<file path="config.mk">
export PLATFORM = sky130hd
export DESIGN_NAME = block_ring_log_buffer_unit
export DESIGN_NICKNAME = d
export VERILOG_FILES = /design/src/hw/rtl/brlb_pkg.sv /design/src/hw/rtl/brlb_ram.sv /design/src/hw/rtl/brlb_ctrl.sv /design/src/hw/rtl/brlb_dpath.sv /design/src/hw/rtl/block_ring_log_buffer_unit.sv
export SDC_FILE = /design/constraint.sdc
export NUM_CORES = 2
export LEC_CHECK = 0
export ABC_AREA = 1
export BUFFER_PORTS_ARGS = -buffer_cell sky130_fd_sc_hd__buf_2
export CAP_MARGIN = 40
export CORE_ASPECT_RATIO = 1.1
export CORE_UTILIZATION = 50
export DETAILED_ROUTE_END_ITERATION = 6
export GPL_ROUTABILITY_DRIVEN = 0
export PLACE_DENSITY = 0.65
export RECOVER_POWER = 25
export REMOVE_ABC_BUFFERS = 1
export SYNTH_ARGS = -nofsm -noshare
export SYNTH_HDL_FRONTEND = slang
export SYNTH_SLANG_ARGS = --single-unit
export TNS_END_PERCENT = 10
</file>
<file path="constraint.sdc">
create_clock -name clock -period 6.9 [get_ports clock]
set_input_delay 0.345 -clock clock [delete_from_list [all_inputs] [get_ports clock]]
set_output_delay 0.345 -clock clock [all_outputs]
set_load 0.005 [all_outputs]
</file>
<file path="src/hw/rtl/brlb_pkg.sv">
// Shared types and constants of the block ring log buffer.
package brlb_pkg;

   localparam int BLOCK_NUM_W = 3;
   localparam int SLOT_NUM_W  = 4;
   localparam int ENTRY_W     = 32;

   localparam logic CMD_APPEND = 1'b0;
   localparam logic CMD_FETCH  = 1'b1;

   typedef struct packed {
      logic load;
      logic exec;
   } ctrl_cmd_type;

endpackage

</file>
<file path="src/hw/rtl/brlb_ram.sv">
// Generic single-write, single-read RAM with a registered read port.
module brlb_ram #(
   parameter int WIDTH = 32,
   parameter int DEPTH = 128,
   localparam int AW   = (DEPTH > 1) ? $clog2(DEPTH) : 1
) (
   input  logic             clock,
   input  logic             wr_en,
   input  logic [AW-1:0]    wr_addr,
   input  logic [WIDTH-1:0] wr_data,
   input  logic             rd_en,
   input  logic [AW-1:0]    rd_addr,
   output logic [WIDTH-1:0] rd_data
);

   logic [WIDTH-1:0] mem_ff [DEPTH];
   logic [WIDTH-1:0] rd_data_ff;

   always_ff @(posedge clock) begin
      if (wr_en) begin
         mem_ff[wr_addr] <= wr_data;
      end
      if (rd_en) begin
         rd_data_ff <= mem_ff[rd_addr];
      end
   end

   assign rd_data = rd_data_ff;

endmodule

</file>
<file path="src/hw/rtl/brlb_ctrl.sv">
// Controller state machine that sequences each transaction through the datapath.
module brlb_ctrl
   import brlb_pkg::*;
(
   input  logic         clock,
   input  logic         reset,
   input  logic         start,
   output logic         busy,
   output logic         rsp_valid,
   output ctrl_cmd_type cmd
);

   typedef enum logic [1:0] {
      ST_IDLE,
      ST_EXEC,
      ST_RESP
   } state_type;

   state_type state_ff, state_in;
   logic      busy_ff, busy_in;
   logic      rsp_valid_ff, rsp_valid_in;
   logic      accept;

   assign accept = start && !busy_ff;

   always_comb begin
      state_in     = state_ff;
      busy_in      = busy_ff;
      rsp_valid_in = 1'b0;
      case (state_ff)
         ST_IDLE: begin
            if (accept) begin
               state_in = ST_EXEC;
               busy_in  = 1'b1;
            end
         end
         ST_EXEC: begin
            state_in     = ST_RESP;
            rsp_valid_in = 1'b1;
         end
         ST_RESP: begin
            state_in = ST_IDLE;
            busy_in  = 1'b0;
         end
         default: begin
            state_in = ST_IDLE;
            busy_in  = 1'b0;
         end
      endcase
   end

   always_ff @(posedge clock) begin
      if (reset) begin
         state_ff     <= ST_IDLE;
         busy_ff      <= 1'b0;
         rsp_valid_ff <= 1'b0;
      end else begin
         state_ff     <= state_in;
         busy_ff      <= busy_in;
         rsp_valid_ff <= rsp_valid_in;
      end
   end

   assign busy      = busy_ff;
   assign rsp_valid = rsp_valid_ff;
   assign cmd.load  = accept;
   assign cmd.exec  = (state_ff == ST_EXEC);

`ifndef NO_ASSERTIONS
   a_accept_sets_busy: assert property (@(posedge clock) disable iff (reset)
      (start && !busy) |=> busy)
      else $error("busy not raised after an accepted transaction");

   a_accept_to_rsp: assert property (@(posedge clock) disable iff (reset)
      (start && !busy) |-> ##2 rsp_valid)
      else $error("response strobe missing two cycles after acceptance");

   a_rsp_single: assert property (@(posedge clock) disable iff (reset)
      rsp_valid |=> !rsp_valid)
      else $error("response strobe lasted more than one cycle");

   a_rsp_while_busy: assert property (@(posedge clock) disable iff (reset)
      rsp_valid |-> busy)
      else $error("response strobe while not busy");
`endif

endmodule

</file>
<file path="src/hw/rtl/brlb_dpath.sv">
// Datapath: ring pointers, block full flags, entry RAM and result registers.
module brlb_dpath
   import brlb_pkg::*;
#(
   parameter int BLOCKS          = 8,
   parameter int SLOTS_PER_BLOCK = 16,
   parameter int DATA_WIDTH      = 32
) (
   input  logic                   clock,
   input  logic                   reset,
   input  ctrl_cmd_type           cmd,
   input  logic                   req_cmd,
   input  logic [ENTRY_W-1:0]     req_entry_data,
   output logic                   rsp_found,
   output logic [BLOCK_NUM_W-1:0] rsp_block_number,
   output logic [SLOT_NUM_W-1:0]  rsp_slot_number,
   output logic [ENTRY_W-1:0]     rsp_read_data,
   output logic                   rsp_reader_skipped
);

   localparam int BW    = $clog2(BLOCKS);
   localparam int SW    = (SLOTS_PER_BLOCK > 1) ? $clog2(SLOTS_PER_BLOCK) : 1;
   localparam int DEPTH = BLOCKS * SLOTS_PER_BLOCK;
   localparam int AW    = $clog2(DEPTH);

   // Captured transaction.
   logic               cmd_ff;
   logic [ENTRY_W-1:0] data_ff;

   // Ring state. Only the writer's block can be partly filled; every other
   // block is either full or empty, which one flag per block records.
   logic [BW-1:0]     wblk_ff, wblk_in;
   logic [SW-1:0]     wfill_ff, wfill_in;
   logic [BW-1:0]     rblk_ff, rblk_in;
   logic [SW-1:0]     rslot_ff, rslot_in;
   logic [BLOCKS-1:0] full_ff, full_in;

   // Result registers.
   logic          res_found_ff, res_found_in;
   logic [BW-1:0] res_blk_ff, res_blk_in;
   logic [SW-1:0] res_slot_ff, res_slot_in;
   logic          res_skip_ff, res_skip_in;
   logic          res_hit_ff, res_hit_in;

   logic                  ram_we, ram_re;
   logic [AW-1:0]         ram_waddr, ram_raddr;
   logic [DATA_WIDTH-1:0] ram_wdata, ram_rdata;
   logic [63:0]           wide_wr, wide_rd;
   logic [31:0]           blk_ext, slot_ext;
   logic [BW-1:0]         wnext;
   logic                  avail;

   function automatic logic [BW-1:0] ring_next(input logic [BW-1:0] b);
      return (b == BW'(BLOCKS - 1)) ? '0 : b + 1'b1;
   endfunction

   function automatic logic [AW-1:0] slot_addr(input logic [BW-1:0] b,
                                               input logic [SW-1:0] s);
      return AW'(b) * AW'(SLOTS_PER_BLOCK) + AW'(s);
   endfunction

   assign wide_wr   = 64'(data_ff);
   assign ram_wdata = wide_wr[DATA_WIDTH-1:0];
   assign ram_waddr = slot_addr(wblk_ff, wfill_ff);
   assign ram_raddr = slot_addr(rblk_ff, rslot_ff);
   assign wnext     = ring_next(wblk_ff);
   assign avail     = (rblk_ff == wblk_ff) ? (rslot_ff < wfill_ff) : full_ff[rblk_ff];

   always_comb begin
      wblk_in      = wblk_ff;
      wfill_in     = wfill_ff;
      rblk_in      = rblk_ff;
      rslot_in     = rslot_ff;
      full_in      = full_ff;
      res_found_in = res_found_ff;
      res_blk_in   = res_blk_ff;
      res_slot_in  = res_slot_ff;
      res_skip_in  = res_skip_ff;
      res_hit_in   = res_hit_ff;
      ram_we       = 1'b0;
      ram_re       = 1'b0;
      if (cmd.exec) begin
         if (cmd_ff == CMD_APPEND) begin
            ram_we       = 1'b1;
            res_found_in = 1'b1;
            res_blk_in   = wblk_ff;
            res_slot_in  = wfill_ff;
            res_skip_in  = 1'b0;
            res_hit_in   = 1'b0;
            if (wfill_ff == SW'(SLOTS_PER_BLOCK - 1)) begin
               // The block is now full: move the writer on and empty the next block.
               full_in[wblk_ff] = 1'b1;
               full_in[wnext]   = 1'b0;
               wblk_in          = wnext;
               wfill_in         = '0;
               if (wnext == rblk_ff) begin
                  rblk_in     = ring_next(rblk_ff);
                  rslot_in    = '0;
                  res_skip_in = 1'b1;
               end
            end else begin
               wfill_in = wfill_ff + 1'b1;
            end
         end else begin
            ram_re       = 1'b1;
            res_found_in = avail;
            res_blk_in   = rblk_ff;
            res_slot_in  = rslot_ff;
            res_skip_in  = 1'b0;
            res_hit_in   = avail && (cmd_ff == CMD_FETCH);
            if (avail) begin
               if (rslot_ff == SW'(SLOTS_PER_BLOCK - 1)) begin
                  rblk_in  = ring_next(rblk_ff);
                  rslot_in = '0;
               end else begin
                  rslot_in = rslot_ff + 1'b1;
               end
            end
         end
      end
   end

   always_ff @(posedge clock) begin
      if (reset) begin
         wblk_ff  <= '0;
         wfill_ff <= '0;
         rblk_ff  <= '0;
         rslot_ff <= '0;
         full_ff  <= '0;
      end else begin
         wblk_ff  <= wblk_in;
         wfill_ff <= wfill_in;
         rblk_ff  <= rblk_in;
         rslot_ff <= rslot_in;
         full_ff  <= full_in;
      end
   end

   always_ff @(posedge clock) begin
      if (cmd.load) begin
         cmd_ff  <= req_cmd;
         data_ff <= req_entry_data;
      end
      res_found_ff <= res_found_in;
      res_blk_ff   <= res_blk_in;
      res_slot_ff  <= res_slot_in;
      res_skip_ff  <= res_skip_in;
      res_hit_ff   <= res_hit_in;
   end

   brlb_ram #(
      .WIDTH (DATA_WIDTH),
      .DEPTH (DEPTH)
   ) u_ram (
      .clock   (clock),
      .wr_en   (ram_we),
      .wr_addr (ram_waddr),
      .wr_data (ram_wdata),
      .rd_en   (ram_re),
      .rd_addr (ram_raddr),
      .rd_data (ram_rdata)
   );

   assign wide_rd            = 64'(ram_rdata);
   assign blk_ext            = 32'(res_blk_ff);
   assign slot_ext           = 32'(res_slot_ff);
   assign rsp_found          = res_found_ff;
   assign rsp_block_number   = blk_ext[BLOCK_NUM_W-1:0];
   assign rsp_slot_number    = slot_ext[SLOT_NUM_W-1:0];
   assign rsp_read_data      = res_hit_ff ? wide_rd[ENTRY_W-1:0] : '0;
   assign rsp_reader_skipped = res_skip_ff;

`ifndef NO_ASSERTIONS
   a_reader_behind_writer: assert property (@(posedge clock) disable iff (reset)
      (rblk_ff == wblk_ff) |-> (rslot_ff <= wfill_ff))
      else $error("reader ahead of writer within the shared block");

   a_skip_only_on_append: assert property (@(posedge clock) disable iff (reset)
      (cmd.exec && cmd_ff == CMD_FETCH) |=> !res_skip_ff)
      else $error("reader skip flagged on a fetch");
`endif

endmodule

</file>
<file path="src/hw/rtl/block_ring_log_buffer_unit.sv">
// Top level of the block ring log buffer: controller, datapath and entry RAM.
// A transaction accepted in the idle state moves to the execute state, where the
// result registers and the response strobe are loaded; the strobe is then high in
// the respond state. Busy stays high through execute and respond, so no new
// transaction is taken before the controller is idle again; the receiver cannot stall.
// Reset clears the ring pointers and block flags at once; the entry RAM is not cleared.
module block_ring_log_buffer_unit
   import brlb_pkg::*;
#(
   parameter int BLOCKS          = 8,
   parameter int SLOTS_PER_BLOCK = 16,
   parameter int DATA_WIDTH      = 32
) (
   input  logic                   clock,
   input  logic                   reset,
   input  logic                   start,
   output logic                   busy,
   input  logic                   req_cmd,
   input  logic [ENTRY_W-1:0]     req_entry_data,
   output logic                   rsp_valid,
   output logic                   rsp_found,
   output logic [BLOCK_NUM_W-1:0] rsp_block_number,
   output logic [SLOT_NUM_W-1:0]  rsp_slot_number,
   output logic [ENTRY_W-1:0]     rsp_read_data,
   output logic                   rsp_reader_skipped
);

   ctrl_cmd_type cmd;

   brlb_ctrl u_ctrl (
      .clock     (clock),
      .reset     (reset),
      .start     (start),
      .busy      (busy),
      .rsp_valid (rsp_valid),
      .cmd       (cmd)
   );

   brlb_dpath #(
      .BLOCKS          (BLOCKS),
      .SLOTS_PER_BLOCK (SLOTS_PER_BLOCK),
      .DATA_WIDTH      (DATA_WIDTH)
   ) u_dpath (
      .clock              (clock),
      .reset              (reset),
      .cmd                (cmd),
      .req_cmd            (req_cmd),
      .req_entry_data     (req_entry_data),
      .rsp_found          (rsp_found),
      .rsp_block_number   (rsp_block_number),
      .rsp_slot_number    (rsp_slot_number),
      .rsp_read_data      (rsp_read_data),
      .rsp_reader_skipped (rsp_reader_skipped)
   );

endmodule

</file>
==> metrics.csv <==
metric;value;unit
ctsRootBufferMaster;sky130_fd_sc_hd__clkbuf_16;
die_h;610;µm
placement.setup.worst_slack;2.64;ns
post_drt_via_cell_ratio;5.97;
timing.setup.critical_path_class;flip-flop to flip-flop;
critical_path_buf_inv_count;3;
timing.hold.worst.class;primary input to flip-flop;
cp_cell_sequence;clkbuf_1 -> clkbuf_1 -> clkbuf_1;
peakVddDrop;0.211;mV
power.leakage;64.4;nW
synth.distinct_cells;28;
dpl.hpwl;264000;µm
synth_top_cell_by_area;sky130_fd_sc_hd__edfxtp_1;
die_area;338000;µm²
crit_required;7.00;ns
final_clock_skew;0.0471;ns
timing.setup.tns;0;ns
drtPass1Iterations;7;
flow.area_growth_from_synthesis;11.7;%
core_area;333000;µm²
io_pins;79;
min_tclk_post_route;5.06;ns
synth_top_cells_by_area;sky130_fd_sc_hd__edfxtp_1 (75%), sky130_fd_sc_hd__nand3_1 (12%), sky130_fd_sc_hd__nand2_1 (9.5%), sky130_fd_sc_hd__buf_2 (1.4%), sky130_fd_sc_hd__clkbuf_1 (0.55%);
ys_dominant_reg_cell;sky130_fd_sc_hd__edfxtp_1;
cts-htree-levels;5;
final-setup-viol-count;0;
clkLatencyLatePin;0.93;ns
vias;109565;
grt_max_degree;175;
timing.fmax;0.198;GHz
fin_nets;13685;
cts.repair.resized;0;
start_util;50.4;%
antenna_violating_nets_post_route;0;
maxCapViolCount;35;
final_layout_size_suffix_gt1_share;7.78;%
rsz_0062_raised_after_global_routing;no;
cts.repair_timing.setup_buffer_count;0;
layout_worst_path_cycle_share;73.3;%
drt_wl_total;486000;µm
synth.cell_area;168000;µm²
crit_path_capture_type;flip-flop;
cp_top_family;buffers and inverters;
violations;DRC, capacitance limit, slew limit;
critical_path_arrival;5.15;ns
globalRoute.totalOverflow;0;
grt_pass1_wl;698000;µm
count_of_flip_flops_with_a_built_in_enable_after_synthesis;4171;
cts_tree;yes;
grt_util_all_layers;28.1;%
async_reset_ff_share;0;%
antenna_found_initial;27;
finalHoldViolCount;0;
mostFrequentLayoutCell;sky130_fd_sc_hd__nand2_1;
worst_setup_hold_path_clk_slew;0.07;ns
setup_ws;1.84;ns
postSynthRegisterBits;4197;
worst_path_most_repeated_cell;sky130_fd_sc_hd__clkbuf_1;
numCtsBuffers;406;
drt_first_iter_violations;15142;
hold_buffers;34;
global_route.peak_usage_layer;met2;
finalMaxSlewViolations;2156;
placement.io_buffers;78;
clk_path_buf_depth;4;
run_status;finished, violations left;
die_w;555;µm
total_power;52.6;mW
clock_sink_count;4197;
rows;222;
startpoint_class;flip-flop;
grt_use_met1;38.5;%
timing.slew.headroom;-178;%
max_slew.worst_pin.slew;4.18;ns
syn_inst;13714;
groute.layer.met2.usage;42.8;%
timing.critical_path.fanout_max;70;
commonest_cells_after_routing_fill_and_taps_aside;sky130_fd_sc_hd__nand2_1 (4229), sky130_fd_sc_hd__edfxtp_1 (4171), sky130_fd_sc_hd__nand3_1 (4050);
syn-mean-instance-area;12.2;µm²
critical-path-slowest-cell;sky130_fd_sc_hd__clkbuf_1;
ys_seq_area_share;74.9;%
power_per_cell_area;280;nW/µm²
yosysTopAreaCellShare;74.6;%
drcViolationCount;2;
synth.yosys.warnings;0;
number_of_global_route_vias_before_repair;101028;
routedWlPerCell;26.5;µm
use_met3;5.61;%
crit_path_max_incr_delay;2.93;ns
==> path summary, 6_finish.rpt <==
kind | depth (start not counted) | slack, ns | endpoint | from
max | 3 | 1.84 | u_dpath.u_ram.mem_ff[110][5]$_DFFE_PP_ | u_dpath.data_ff[5]$_DFFE_PP_
min | 2 | 0.13 | u_dpath.data_ff[7]$_DFFE_PP_ | req_entry_data[7]
max reg2reg | 3 | 1.84 | u_dpath.u_ram.mem_ff[110][5]$_DFFE_PP_ | u_dpath.data_ff[5]$_DFFE_PP_
min reg2reg | 2 | 0.46 | u_dpath.full_ff[4]$_SDFFE_PP0P_ | u_dpath.full_ff[4]$_SDFFE_PP0P_
==> worst register-to-register path, cell delays in order, from the launching register on <==
cell and delay (ns):
sky130_fd_sc_hd__edfxtp_1 0.32, sky130_fd_sc_hd__clkbuf_1 0.68, sky130_fd_sc_hd__clkbuf_1 0.23, sky130_fd_sc_hd__clkbuf_1 2.93
==> power breakdown <==
part	total [mW]	internal, mW	switching (mW)
clock network	22.2	12.7	9.47
registers	28.3	28.2	0.0595
logic	2.11	0.399	1.71
==> routing by layer <==
layer | up-vias | share of wire (%) | wire (µm)
li1 | 48910 | - | -
met2 | 5806 | 45 | 221000
met3 | 913 | 10 | 50200
met1 | 53930 | 39 | 188000
met4 | 6 | 5.5 | 26900
met5 | - | 0.0076 | 37
==> stage by stage <==
| stage | utilization [%] | hold slack, ns | cells | instance area, µm² |
|---|---|---|---|---|
| 3_5_place_dp | 52.3 | 0.451 | 17566 | 174000 |
| 5_1_grt | 56.3 | 0.105 | 18343 | 188000 |
| 6_report | 56.3 | 0.126 | 18355 | 188000 |
| 4_1_cts | 56.4 | 0.0714 | 18335 | 188000 |
| 2_1_floorplan | - | 0.414 | 12793 | 163000 |
| 3_3_place_gp | 51.8 | 0.446 | 17491 | 173000 |
==> layout make-up <==
| cell class | instances | area [µm²] |
|---|---|---|
| Multi-Input combinational cell | 8520 | 38300 |
| Antenna cell | 20 | 50.0 |
| Inverter | 76 | 320 |
| Timing Repair Buffer | 439 | 4530 |
| Sequential cell | 4197 | 126000 |
| Clock buffer | 498 | 10800 |
| Tap cell | 4368 | 5470 |
| Clock inverter | 237 | 2270 |
| Fill cell | 26529 | 146000 |
==> synthesized netlist by cell type, types with 2 or more instances <==
| cell | instances |
|---|---|
| sky130_fd_sc_hd__a211oi_1 | 4 |
| sky130_fd_sc_hd__a21oi_1 | 14 |
| sky130_fd_sc_hd__buf_1 | 86 |
| sky130_fd_sc_hd__buf_2 | 455 |
| sky130_fd_sc_hd__buf_4 | 112 |
| sky130_fd_sc_hd__buf_6 | 18 |
| sky130_fd_sc_hd__buf_8 | 3 |
| sky130_fd_sc_hd__clkbuf_1 | 247 |
| sky130_fd_sc_hd__dfxtp_1 | 26 |
| sky130_fd_sc_hd__edfxtp_1 | 4171 |
| sky130_fd_sc_hd__ha_1 | 9 |
| sky130_fd_sc_hd__inv_1 | 71 |
| sky130_fd_sc_hd__inv_2 | 5 |
| sky130_fd_sc_hd__nand2_1 | 4235 |
| sky130_fd_sc_hd__nand3_1 | 4052 |
| sky130_fd_sc_hd__nand4_1 | 4 |
| sky130_fd_sc_hd__nor2_1 | 159 |
| sky130_fd_sc_hd__nor2_2 | 3 |
| sky130_fd_sc_hd__nor3_1 | 11 |
| sky130_fd_sc_hd__nor3b_1 | 2 |
| sky130_fd_sc_hd__o21ai_0 | 17 |
| sky130_fd_sc_hd__xnor2_1 | 3 |
| sky130_fd_sc_hd__xor2_1 | 2 |
==> sequential cells by signal, indices dropped and copies added, names as in the netlist <==
| register | flops |
|---|---|
| u_dpath.rsp_reader_skipped | 1 |
| u_dpath.cmd_ff | 1 |
| u_dpath.wblk_ff | 3 |
| u_dpath.full_ff | 8 |
| u_ctrl.busy | 1 |
| u_ctrl.rsp_valid | 1 |
| u_dpath.u_ram.mem_ff | 4096 |
| u_dpath.rsp_slot_number | 4 |
| u_dpath.rblk_ff | 3 |
| u_dpath.res_hit_ff | 1 |
| u_dpath.rsp_block_number | 3 |
| u_dpath.rslot_ff | 4 |
| u_dpath.wfill_ff | 4 |
| u_ctrl.state_ff | 2 |
| u_dpath.rsp_found | 1 |
| u_dpath.data_ff | 32 |
| u_dpath.u_ram.rd_data | 32 |
==> logic make-up after synthesis <==
group	count (synthesis)	share of synthesized area, %
fa+ha+maj	9	0.0671
compound gates	38	0.126
xor+xnor	5	0.0261
buf+inv	997	2.92
simple gates	8468	22.0
flops	4197	74.9
No activity file was read; power rests on OpenSTA's default activity.
